[src/npc_pkg.sv]
// Package of types and constants for the nearest palette colour block.
package npc_pkg;

  localparam int ACTION_W      = 2;
  localparam int ENTRY_INDEX_W = 7;
  localparam int COMPONENT_W   = 8;
  localparam int COLOR_CODE_W  = 7;
  localparam int COLOR_W       = 3 * COMPONENT_W;
  localparam int COUNT_W       = 8;
  localparam int LIMIT_W       = 9;
  localparam int CFG_DATA_W    = 9;
  localparam int CFG_INDEX_W   = 1;
  localparam int SQUARE_W      = 2 * COMPONENT_W;
  localparam int DIST_W        = 2 * LIMIT_W;

  localparam logic [ACTION_W-1:0] ACT_WRITE  = 2'd0;
  localparam logic [ACTION_W-1:0] ACT_LOOKUP = 2'd1;
  localparam logic [ACTION_W-1:0] ACT_READ   = 2'd2;

  localparam logic [CFG_INDEX_W-1:0] REG_ENTRY_COUNT    = 1'd0;
  localparam logic [CFG_INDEX_W-1:0] REG_DISTANCE_LIMIT = 1'd1;

  localparam logic [COUNT_W-1:0] ENTRY_COUNT_RESET    = 8'd128;
  localparam logic [LIMIT_W-1:0] DISTANCE_LIMIT_RESET = 9'd100;

  typedef struct packed {
    logic [ACTION_W-1:0]      action;
    logic [ENTRY_INDEX_W-1:0] entry_index;
    logic [COMPONENT_W-1:0]   red_in;
    logic [COMPONENT_W-1:0]   green_in;
    logic [COMPONENT_W-1:0]   blue_in;
  } in_word_t;

  typedef struct packed {
    logic [COLOR_CODE_W-1:0] color_code;
    logic                    matched;
    logic [COMPONENT_W-1:0]  red_out;
    logic [COMPONENT_W-1:0]  green_out;
    logic [COMPONENT_W-1:0]  blue_out;
  } out_word_t;

  typedef enum logic [2:0] {
    ST_IDLE,
    ST_SCAN,
    ST_DRAIN,
    ST_FINISH
  } state_t;

endpackage

[src/nearest_palette_color_top.sv]
// Top level of the nearest palette colour block: palette memory, scan sequencer and distance unit.
// A write word is written to the palette memory in the accept cycle. A read word reads the palette
// memory in the accept cycle and then loads the output register. For a lookup word, n is
// entry_count saturated to PALETTE_DEPTH; when n is at least one, one palette entry is read
// through the single memory read port per cycle and passes through the shared two-stage distance
// unit (squares, then sum and compare), which then drains before the output register is loaded.
// When n is zero the scan is skipped. The input side stalls while a read or a lookup is in
// progress, and a finished result waits in the output register while the next word is accepted.
module nearest_palette_color_top import npc_pkg::*; #(
  parameter int PALETTE_DEPTH = 128
) (
  input  logic                   clk,
  input  logic                   rst,
  input  logic                   in_valid,
  output logic                   in_stall,
  input  in_word_t               in_data,
  output logic                   out_valid,
  input  logic                   out_stall,
  output out_word_t              out_data,
  input  logic                   cfg_write,
  input  logic [CFG_INDEX_W-1:0] cfg_index,
  input  logic [CFG_DATA_W-1:0]  cfg_data
);

  localparam int AW        = (PALETTE_DEPTH > 1) ? $clog2(PALETTE_DEPTH) : 1;
  localparam int N_W       = COUNT_W + 1;
  localparam int INDEX_SPAN = 2 ** ENTRY_INDEX_W;

  state_t state;
  state_t state_next;

  logic [COUNT_W-1:0] entry_count;
  logic [LIMIT_W-1:0] distance_limit;

  logic [COLOR_W-1:0] palette [PALETTE_DEPTH];
  logic [COLOR_W-1:0] rdata;

  logic [AW-1:0] slot_tab [INDEX_SPAN];
  logic [AW-1:0] slot;

  logic          in_acc;
  logic          wr_en;
  logic          rd_en;
  logic [AW-1:0] rd_addr;
  logic          start_lookup;
  logic          start_read;
  logic          load_out;

  logic [N_W-1:0] n_ext;
  logic [N_W-1:0] n_sat;
  logic           n_zero;

  logic [AW-1:0] scan_idx;
  logic [AW-1:0] scan_last;
  logic          is_read;

  logic [COMPONENT_W-1:0] lk_red;
  logic [COMPONENT_W-1:0] lk_green;
  logic [COMPONENT_W-1:0] lk_blue;

  logic                p1_valid;
  logic [AW-1:0]       p1_idx;
  logic                p2_valid;
  logic [AW-1:0]       p2_idx;
  logic [SQUARE_W-1:0] sq_red;
  logic [SQUARE_W-1:0] sq_green;
  logic [SQUARE_W-1:0] sq_blue;
  logic [DIST_W-1:0]   dist_sum;

  logic [DIST_W-1:0] best;
  logic [AW-1:0]     best_idx;
  logic              hit;

  function automatic logic [COMPONENT_W-1:0] abs_diff(input logic [COMPONENT_W-1:0] a,
                                                      input logic [COMPONENT_W-1:0] b);
    return (a > b) ? (a - b) : (b - a);
  endfunction

  function automatic logic [SQUARE_W-1:0] square(input logic [COMPONENT_W-1:0] d);
    return SQUARE_W'(d) * SQUARE_W'(d);
  endfunction

  for (genvar i = 0; i < INDEX_SPAN; i++) begin : g_slot
    assign slot_tab[i] = AW'(i % PALETTE_DEPTH);
  end

  assign slot     = slot_tab[in_data.entry_index];
  assign in_stall = (state != ST_IDLE);
  assign in_acc   = in_valid && !in_stall;

  assign n_ext  = {1'b0, entry_count};
  assign n_sat  = (n_ext > N_W'(PALETTE_DEPTH)) ? N_W'(PALETTE_DEPTH) : n_ext;
  assign n_zero = (n_sat == '0);

  assign dist_sum = DIST_W'(sq_red) + DIST_W'(sq_green) + DIST_W'(sq_blue);

  always_comb begin
    state_next = state;
    case (state)
      ST_IDLE: begin
        if (in_acc) begin
          case (in_data.action)
            ACT_LOOKUP: state_next = n_zero ? ST_DRAIN : ST_SCAN;
            ACT_READ:   state_next = ST_FINISH;
            default:    state_next = ST_IDLE;
          endcase
        end
      end
      ST_SCAN: begin
        if (scan_idx == scan_last) begin
          state_next = ST_DRAIN;
        end
      end
      ST_DRAIN: begin
        if (!p1_valid && !p2_valid) begin
          state_next = ST_FINISH;
        end
      end
      ST_FINISH: begin
        if (load_out) begin
          state_next = ST_IDLE;
        end
      end
      default: state_next = ST_IDLE;
    endcase
  end

  always_comb begin
    wr_en        = 1'b0;
    rd_en        = 1'b0;
    rd_addr      = slot;
    start_lookup = 1'b0;
    start_read   = 1'b0;
    load_out     = 1'b0;
    case (state)
      ST_IDLE: begin
        if (in_acc) begin
          case (in_data.action)
            ACT_WRITE: wr_en = 1'b1;
            ACT_LOOKUP: start_lookup = 1'b1;
            ACT_READ: begin
              start_read = 1'b1;
              rd_en      = 1'b1;
            end
            default: ;
          endcase
        end
      end
      ST_SCAN: begin
        rd_en   = 1'b1;
        rd_addr = scan_idx;
      end
      ST_FINISH: load_out = !out_valid || !out_stall;
      default: ;
    endcase
  end

  always_ff @(posedge clk) begin
    if (wr_en) begin
      palette[slot] <= {in_data.red_in, in_data.green_in, in_data.blue_in};
    end
    if (rd_en) begin
      rdata <= palette[rd_addr];
    end
  end

  always_ff @(posedge clk) begin
    if (rst) begin
      state          <= ST_IDLE;
      entry_count    <= ENTRY_COUNT_RESET;
      distance_limit <= DISTANCE_LIMIT_RESET;
      p1_valid       <= 1'b0;
      p2_valid       <= 1'b0;
      out_valid      <= 1'b0;
      scan_idx       <= '0;
      is_read        <= 1'b0;
    end else begin
      state    <= state_next;
      p1_valid <= (state == ST_SCAN);
      p2_valid <= p1_valid;
      if (cfg_write) begin
        case (cfg_index)
          REG_ENTRY_COUNT:    entry_count <= cfg_data[COUNT_W-1:0];
          REG_DISTANCE_LIMIT: distance_limit <= cfg_data[LIMIT_W-1:0];
          default: ;
        endcase
      end
      if (start_lookup) begin
        scan_idx <= '0;
        is_read  <= 1'b0;
      end else if (state == ST_SCAN) begin
        scan_idx <= scan_idx + 1'b1;
      end
      if (start_read) begin
        is_read <= 1'b1;
      end
      if (load_out) begin
        out_valid <= 1'b1;
      end else if (!out_stall) begin
        out_valid <= 1'b0;
      end
    end
  end

  always_ff @(posedge clk) begin
    if (start_lookup) begin
      scan_last <= AW'(n_sat - 1'b1);
      lk_red    <= in_data.red_in;
      lk_green  <= in_data.green_in;
      lk_blue   <= in_data.blue_in;
    end
    p1_idx   <= scan_idx;
    p2_idx   <= p1_idx;
    sq_red   <= square(abs_diff(lk_red, rdata[23:16]));
    sq_green <= square(abs_diff(lk_green, rdata[15:8]));
    sq_blue  <= square(abs_diff(lk_blue, rdata[7:0]));
    if (start_lookup) begin
      best     <= DIST_W'({{LIMIT_W{1'b0}}, distance_limit} *
                          {{LIMIT_W{1'b0}}, distance_limit});
      best_idx <= '0;
      hit      <= 1'b0;
    end else if (p2_valid && (dist_sum < best)) begin
      best     <= dist_sum;
      best_idx <= p2_idx;
      hit      <= 1'b1;
    end
    if (load_out) begin
      if (is_read) begin
        out_data.color_code <= '0;
        out_data.matched    <= 1'b0;
        out_data.red_out    <= rdata[23:16];
        out_data.green_out  <= rdata[15:8];
        out_data.blue_out   <= rdata[7:0];
      end else begin
        out_data.color_code <= COLOR_CODE_W'(best_idx);
        out_data.matched    <= hit;
        out_data.red_out    <= '0;
        out_data.green_out  <= '0;
        out_data.blue_out   <= '0;
      end
    end
  end

endmodule
[config.mk]
export PLATFORM = sky130hd
export DESIGN_NAME = nearest_palette_color_top
export DESIGN_NICKNAME = d
export VERILOG_FILES = /design/src/npc_pkg.sv /design/src/nearest_palette_color_top.sv
export SDC_FILE = /design/constraint.sdc
export NUM_CORES = 2
export LEC_CHECK = 0
export BUFFER_PORTS_ARGS = -buffer_cell sky130_fd_sc_hd__buf_2
export CAP_MARGIN = 20
export CORE_MARGIN = 10
export CORE_UTILIZATION = 53
export CTS_CLUSTER_SIZE = 8
export DETAILED_ROUTE_END_ITERATION = 8
export PLACE_DENSITY = 0.66
export SLEW_MARGIN = 40
export SYNTH_ARGS = -nofsm -noshare
export SYNTH_HDL_FRONTEND = slang
export SYNTH_SLANG_ARGS = --single-unit
[constraint.sdc]
create_clock -name clk -period 12.4 [get_ports clk]
set_input_delay 1.24 -clock clk [delete_from_list [all_inputs] [get_ports clk]]
set_output_delay 1.24 -clock clk [all_outputs]
set_load 0.01 [all_outputs]
# [After elaboration in Yosys (flattened, before gate mapping)]
# Memories as Yosys holds them, arrays and structs flattened. A register that Yosys moved wholly into a read port is not among the register bits.
# Index checks and enable logic that the tools add are counted.
[word_totals] register_bits=182 mem_bits_rw=3072 mem_bits_ro=896 out_inout_bits=34 memories=2
[classes] addsub=10 mul=4 order_cmp=6 eq_ne=11 mux=33 n_bitwise=2 n_reduce_logical=19
[memory_table] memory="palette" words=128 width=24 read_ports=1 rd_clocked_by_memory_dff=1 wr=1 line_no="nearest_palette_color_top.sv:35" rtl="logic [COLOR_W-1:0] palette [PALETTE_DEPTH];"
[memory_table] memory="(name not given)" words=128 width=7 read_ports=1 rd_clocked_by_memory_dff=0 wr=0 line_no="nearest_palette_color_top.sv:87" rtl="assign slot = slot_tab[in_data.entry_index];"
[op_table] op="multiplier 8 x 8 -> 16 bit" count=3
[op_table] op="subtractor 8 bit" count=6
[op_table] op="two-way mux 18 bit" count=2
[op_table] op="two-way mux 8 bit" count=4
[op_table] op="> comparator 8 bit" count=3
[op_table] op="two-way mux 7 bit" count=3
[op_table] op="adder 17 x 16 -> 18 bit" count=1
[op_table] op="less-than comparator 18 bit" count=1
[op_table] op="multiplier 9 x 9 -> 18 bit" count=1
[op_table] op="adder 16 x 16 -> 17 bit" count=1
[op_table] op="two-way mux 1 bit" count=16
[op_table] op="two-way mux 3 bit" count=4
[op_table] op="case mux 3 bit (4 select lines)" count=1
[op_table] op="zero test 9 bit" count=1
[op_table] op=">= comparator 8 bit, second input constant" count=1
[op_table] op="> comparator 8 bit, second input constant" count=1
[op_table] op="inequality test 2 bit, second input constant" count=4
[op_table] op="NOT 7 -> 8 bit" count=1
[op_table] op="adder 7 x 1 -> 7 bit, second input constant" count=1
[op_table] op="== test 7 bit" count=1
[op_table] op="subtractor 7 x 1 -> 7 bit, second input constant" count=1
[op_table] op="== test 3 x 2 -> 1 bit, second input constant" count=2
[op_table] op="zero test 1 bit" count=5
[op_table] op="case mux 2 bit (2 select lines)" count=1
[op_table] op="other kinds (16)" count=20

# [Depth between registers and ports, before layout]
[depth] word_depth=7 ltp_mapped=28 depth_no_buf=28

# [Worst setup path before layout]
# Ideal clock, no wire load.
[synth_timing] kind="flip-flop to flip-flop" from="register lk_green[0]" to="register sq_green[12]" setup_ns=0.072 arrival_ns=5.897 required_ns=12.328 setup_slack_ns=6.431 stages_incl_launch_ff=25 period_less_slack_ns=5.969 path_cell_list="edfxtp_1 inv_1 ha_1 inv_1 fa_1 a211oi_1 o21ai_1 nand2_1 mux2_2 a221oi_1 xor2_1 nand2b_1 inv_1 fa_1 fa_1 inv_1 fa_1 fa_1 inv_1 ha_1 a21oi_1 nand2_1 a41oi_1 nor2b_1 xnor2_1"
[synth_between] elab_chain_cells=3 word_cells_on_any_way=5
[synth_rtl] item="from (decl)" line_no="nearest_palette_color_top.sv:58" rtl="logic [COMPONENT_W-1:0] lk_green;"
[synth_rtl] item="from (signal assigned)" line_no="nearest_palette_color_top.sv:209" rtl="lk_green <= in_data.green_in;"
[synth_rtl] item="subtractor 8 bit or > comparator 8 bit (tied branches)" line_no="nearest_palette_color_top.sv:76" rtl="return (a > b) ? (a - b) : (b - a);"
[synth_rtl] item="two-way mux 8 bit (*)" line_no="nearest_palette_color_top.sv:76"
[synth_rtl] item="multiplier 8 x 8 -> 16 bit (*)" line_no="nearest_palette_color_top.sv:80" rtl="return SQUARE_W'(d) * SQUARE_W'(d);"
[synth_rtl] item="to (signal assigned)" line_no="nearest_palette_color_top.sv:215" rtl="sq_green <= square(abs_diff(lk_green, rdata[15:8]));"
[synth_rtl] item="to (decl)" line_no="nearest_palette_color_top.sv:66" rtl="logic [SQUARE_W-1:0] sq_green;"
# Mark *: on every way between the ends. The rest lies on a longest branch, timed or not.
# A chain may end at the register's enable or synchronous reset.

# [Final worst setup path]
[layout_timing] from="register lk_green[0]" to="register sq_green[13]"
# Same word-level chain as after synthesis.

==> results_dict.tcl <==
set metrics [dict create \
    cts_tree "done" \
    synth_top_family_by_area "simple AND/OR/NAND/NOR gates" \
    dieWidth_um 528 \
    grt_overflow_total 0 \
    yosysTopAreaCell "edfxtp_1" \
    yosysWarnings 0 \
    skew_ns 0.0944 \
    cts_buffers 460 \
    avgSynthCellArea_um2 14.9 \
    htreeDepth 5 \
    drive_gt1_frac 0.136 \
    postRouteAntennaNets 0 \
    synth_xor_area_frac 0.00729 \
    netlist_area_mm2 0.137 \
    fmax_ghz 0.147 \
    worst_setup_path_end_kind "register" \
    critPathRequiredTime_ns 13.26 \
    placed_cells 12400 \
    grtUsageTotal 0.280 \
    clock_sinks 3274 \
    hp-start "p1_idx[6]" \
    clkTransAtPathRegs_ns 0.05 \
    stdcell_count 12900 \
    grt_setup_unrepaired "no" \
    setup_viol 0 \
    ys_async_sr_fraction 0 \
    gp_congestion 0.870 \
    synth-compound-area-share 0.0592 \
    worstPathMaxFanout 9 \
    die_height_um 528 \
    fin_crit_sh 0.549 \
    hp-class "register to register" \
    ys_seq_area_frac 0.713 \
    grt_max_degree 127 \
    arrival_ns 7.67 \
    port_buffers 81 \
    drc 0 \
    grt_antenna_before_repair 30 \
    outcome "complete, no violations" \
    grt_pass1_vias 82700 \
    rows 186 \
    synthSimpleGateAreaFrac 0.0880 \
    ys_seq_elements 3274 \
    wl_per_cell_um 30.8 \
    crit_type "register to register" \
    p_per_area_mw_per_mm2 220 \
    hold_violations 0 \
    synthMuxAreaShare 0.0695 \
    p_leak_nw 53.7 \
    fin_setup_tns_ns 0 \
    synth_edf_count 3177 \
    holdBufCountCts 0 \
    cts-resized-gates 0 \
    synth_top_area_frac 0.699 \
    slew_headroom 0.361 \
    r2r_start "lk_green[0]" \
    start_util 0.532 \
    postCtsSetupRepairBufs 0 \
    syn_inst 9189 \
    final_nets 9883 \
    crit_path_start_kind "register" \
    total_power_mw 34.0 \
    core_mm2 0.257 \
    synth_cell_types 84 \
    vdd_drop_max_mv 0.443 \
    clk_latency_ns 1.03 \
    synth_area_leaders "edfxtp_1 (70%), nand2_1 (4.2%), mux4_2 (3.5%)" \
    grt_pass1_wl_mm 574 \
    via_count 83800 \
    first_pass_iters 8 \
    hpwlAfterDp_mm 228 \
    drt_iter0_markers 12300 \
    die_area_mm2 0.278 \
    max-cap-violations 0 \
    ys.flop_type "edfxtp_1" \
    area_growth_pct 12.9 \
    maxSlewViolCount 0 \
    cts.path.max_buffers 4 \
    tightest_slew_ns 0.949 \
    fin_hold_ws_ns 0.325 \
    wl_mm 398 \
    cts-root-buf "clkbuf_16" \
    finalCriticalPeriod_ns 6.80 \
    io_pins 82 \
    cp-startpoint "lk_green[0]" \
    synthAdderAreaFrac 0.0383 \
    routed_via_density 6.48 \
]
-- layout by cell type, fill, tap and decap left out, types with 33 or more instances in the layout --
cell type  synthesis  layout
nor2_2             0     124
o221ai_1         138     138
nor3_1            98      84
inv_1            273     272
fa_1             131     131
a31oi_1          105     102
xnor2_1           76      72
a21oi_1          358     347
nor4_1            47      41
edfxtp_1        3177    3177
o211ai_1          34      34
dfxtp_1           97      96
nor2_1           299     173
a221oi_1          35      35
and3_1           135     135
mux2i_1          457     453
clkbuf_1         212      33
nand2_1         1520    1518
buf_4             53     268
o21ai_0          182     169
nor2b_1           42      42
clkbuf_16          0     465
a311oi_1          96      96
o22ai_1          122     117
ha_1             209     208
and2_1            60      60
nand3_1          443     443
buf_2            152      58
xor2_1            34      33
a22oi_1           38      36
mux4_2           211     211
-- routing by layer --
layer,vias up,global-route usage,part of all wire
li1,35200,-,-
met3,875,0.0692,0.12
met4,22,0.116,0.044
met5,-,0,0.00040
met1,42500,0.377,0.38
met2,5198,0.439,0.46
-- cells in the mapped netlist (13+ instances only) --
cell type  instances
edfxtp_1        3177
nand2_1         1520
mux2i_1          457
nand3_1          443
a21oi_1          358
nor2_1           299
inv_1            273
clkbuf_1         212
mux4_2           211
ha_1             209
o21ai_0          182
buf_2            152
o221ai_1         138
and3_1           135
fa_1             131
o22ai_1          122
a31oi_1          105
buf_1            105
nor3_1            98
dfxtp_1           97
a311oi_1          96
xnor2_1           76
and2_1            60
buf_4             53
nor4_1            47
nor2b_1           42
a22oi_1           38
a221oi_1          35
o211ai_1          34
xor2_1            34
nand4_1           27
or3_1             25
nand2b_1          21
a32oi_1           16
or2_2             15
a21o_1            14
o21a_1            13
-- worst max-delay path, stage by stage, from the launching register on --
cell      delay (ns)
edfxtp_1        0.39
inv_1           0.07
ha_1            0.15
inv_1           0.06
fa_1            0.41
a211oi_1        0.29
o21ai_1         0.16
nand2_1         0.28
mux2_2          0.39
a221oi_1        0.30
xor2_1          0.67
nand2b_1        0.24
inv_1           0.07
fa_1            0.48
fa_1            0.50
inv_1           0.05
fa_1            0.45
fa_1            0.50
inv_1           0.04
ha_1            0.34
o211ai_1        0.11
nand2_1         0.10
a41oi_1         0.29
nor2b_1         0.23
xnor2_1         0.14
-- flip-flops by register name, indices dropped and copies added, names as in the netlist --
signal,cells
best,18
best_idx,7
distance_limit,9
entry_count,8
hit,1
is_read,1
lk_blue,8
lk_green,8
lk_red,8
out_data,32
out_valid,1
p1_idx,7
p1_valid,1
p2_idx,7
p2_valid,1
palette,3072
rdata,24
scan_idx,7
scan_last,7
sq_blue,15
sq_green,15
sq_red,15
state,2
-- worst paths after layout --
check / depth (start not counted) / endpoint / slack, ns
hold reg to reg: 0 / p2_idx[6] / 0.32
setup reg to reg: 24 / sq_green[13] / 5.60
setup / recovery: 24 / sq_green[13] / 5.60
hold / removal: 0 / p2_idx[6] / 0.32
-- power breakdown --
part	switching (mW)	internal [mW]	leakage, nW
sequential	0.0911	12.5	29.4
combinational	6.31	4.23	18.4
clock	4.28	6.56	5.87
-- area by class of cell --
cell class,count,area (um^2)
fill,19000,102000
clock buffer,499,11800
sequential,3274,97300
timing repair buffer,368,2990
multi-input combinational,5116,36600
inverter,275,1030
tap,3384,4230
clock inverter,14,198
antenna,12,30.0
-- kinds of logic after synthesis --
family / Yosys count
muxes: 681
AOI/OAI and AO/OA: 1230
DFF: 3274
xor gates and xnor gates: 112
and+or+nand+nor: 2750
other: 2
adders and majority gates: 340
buffers and inverters: 800
-- stage by stage --
step                      worst slack [ns]  cell area [um^2]  utilization
after global placement                5.72            142000        0.552
after detailed placement              5.66            142000        0.553
after CTS                             5.62            154000        0.600
final                                 5.60            154000        0.601
after floorplan                       6.43            137000            -
after global routing                  5.15            154000        0.601
Power figures use the tool's default switching activity.
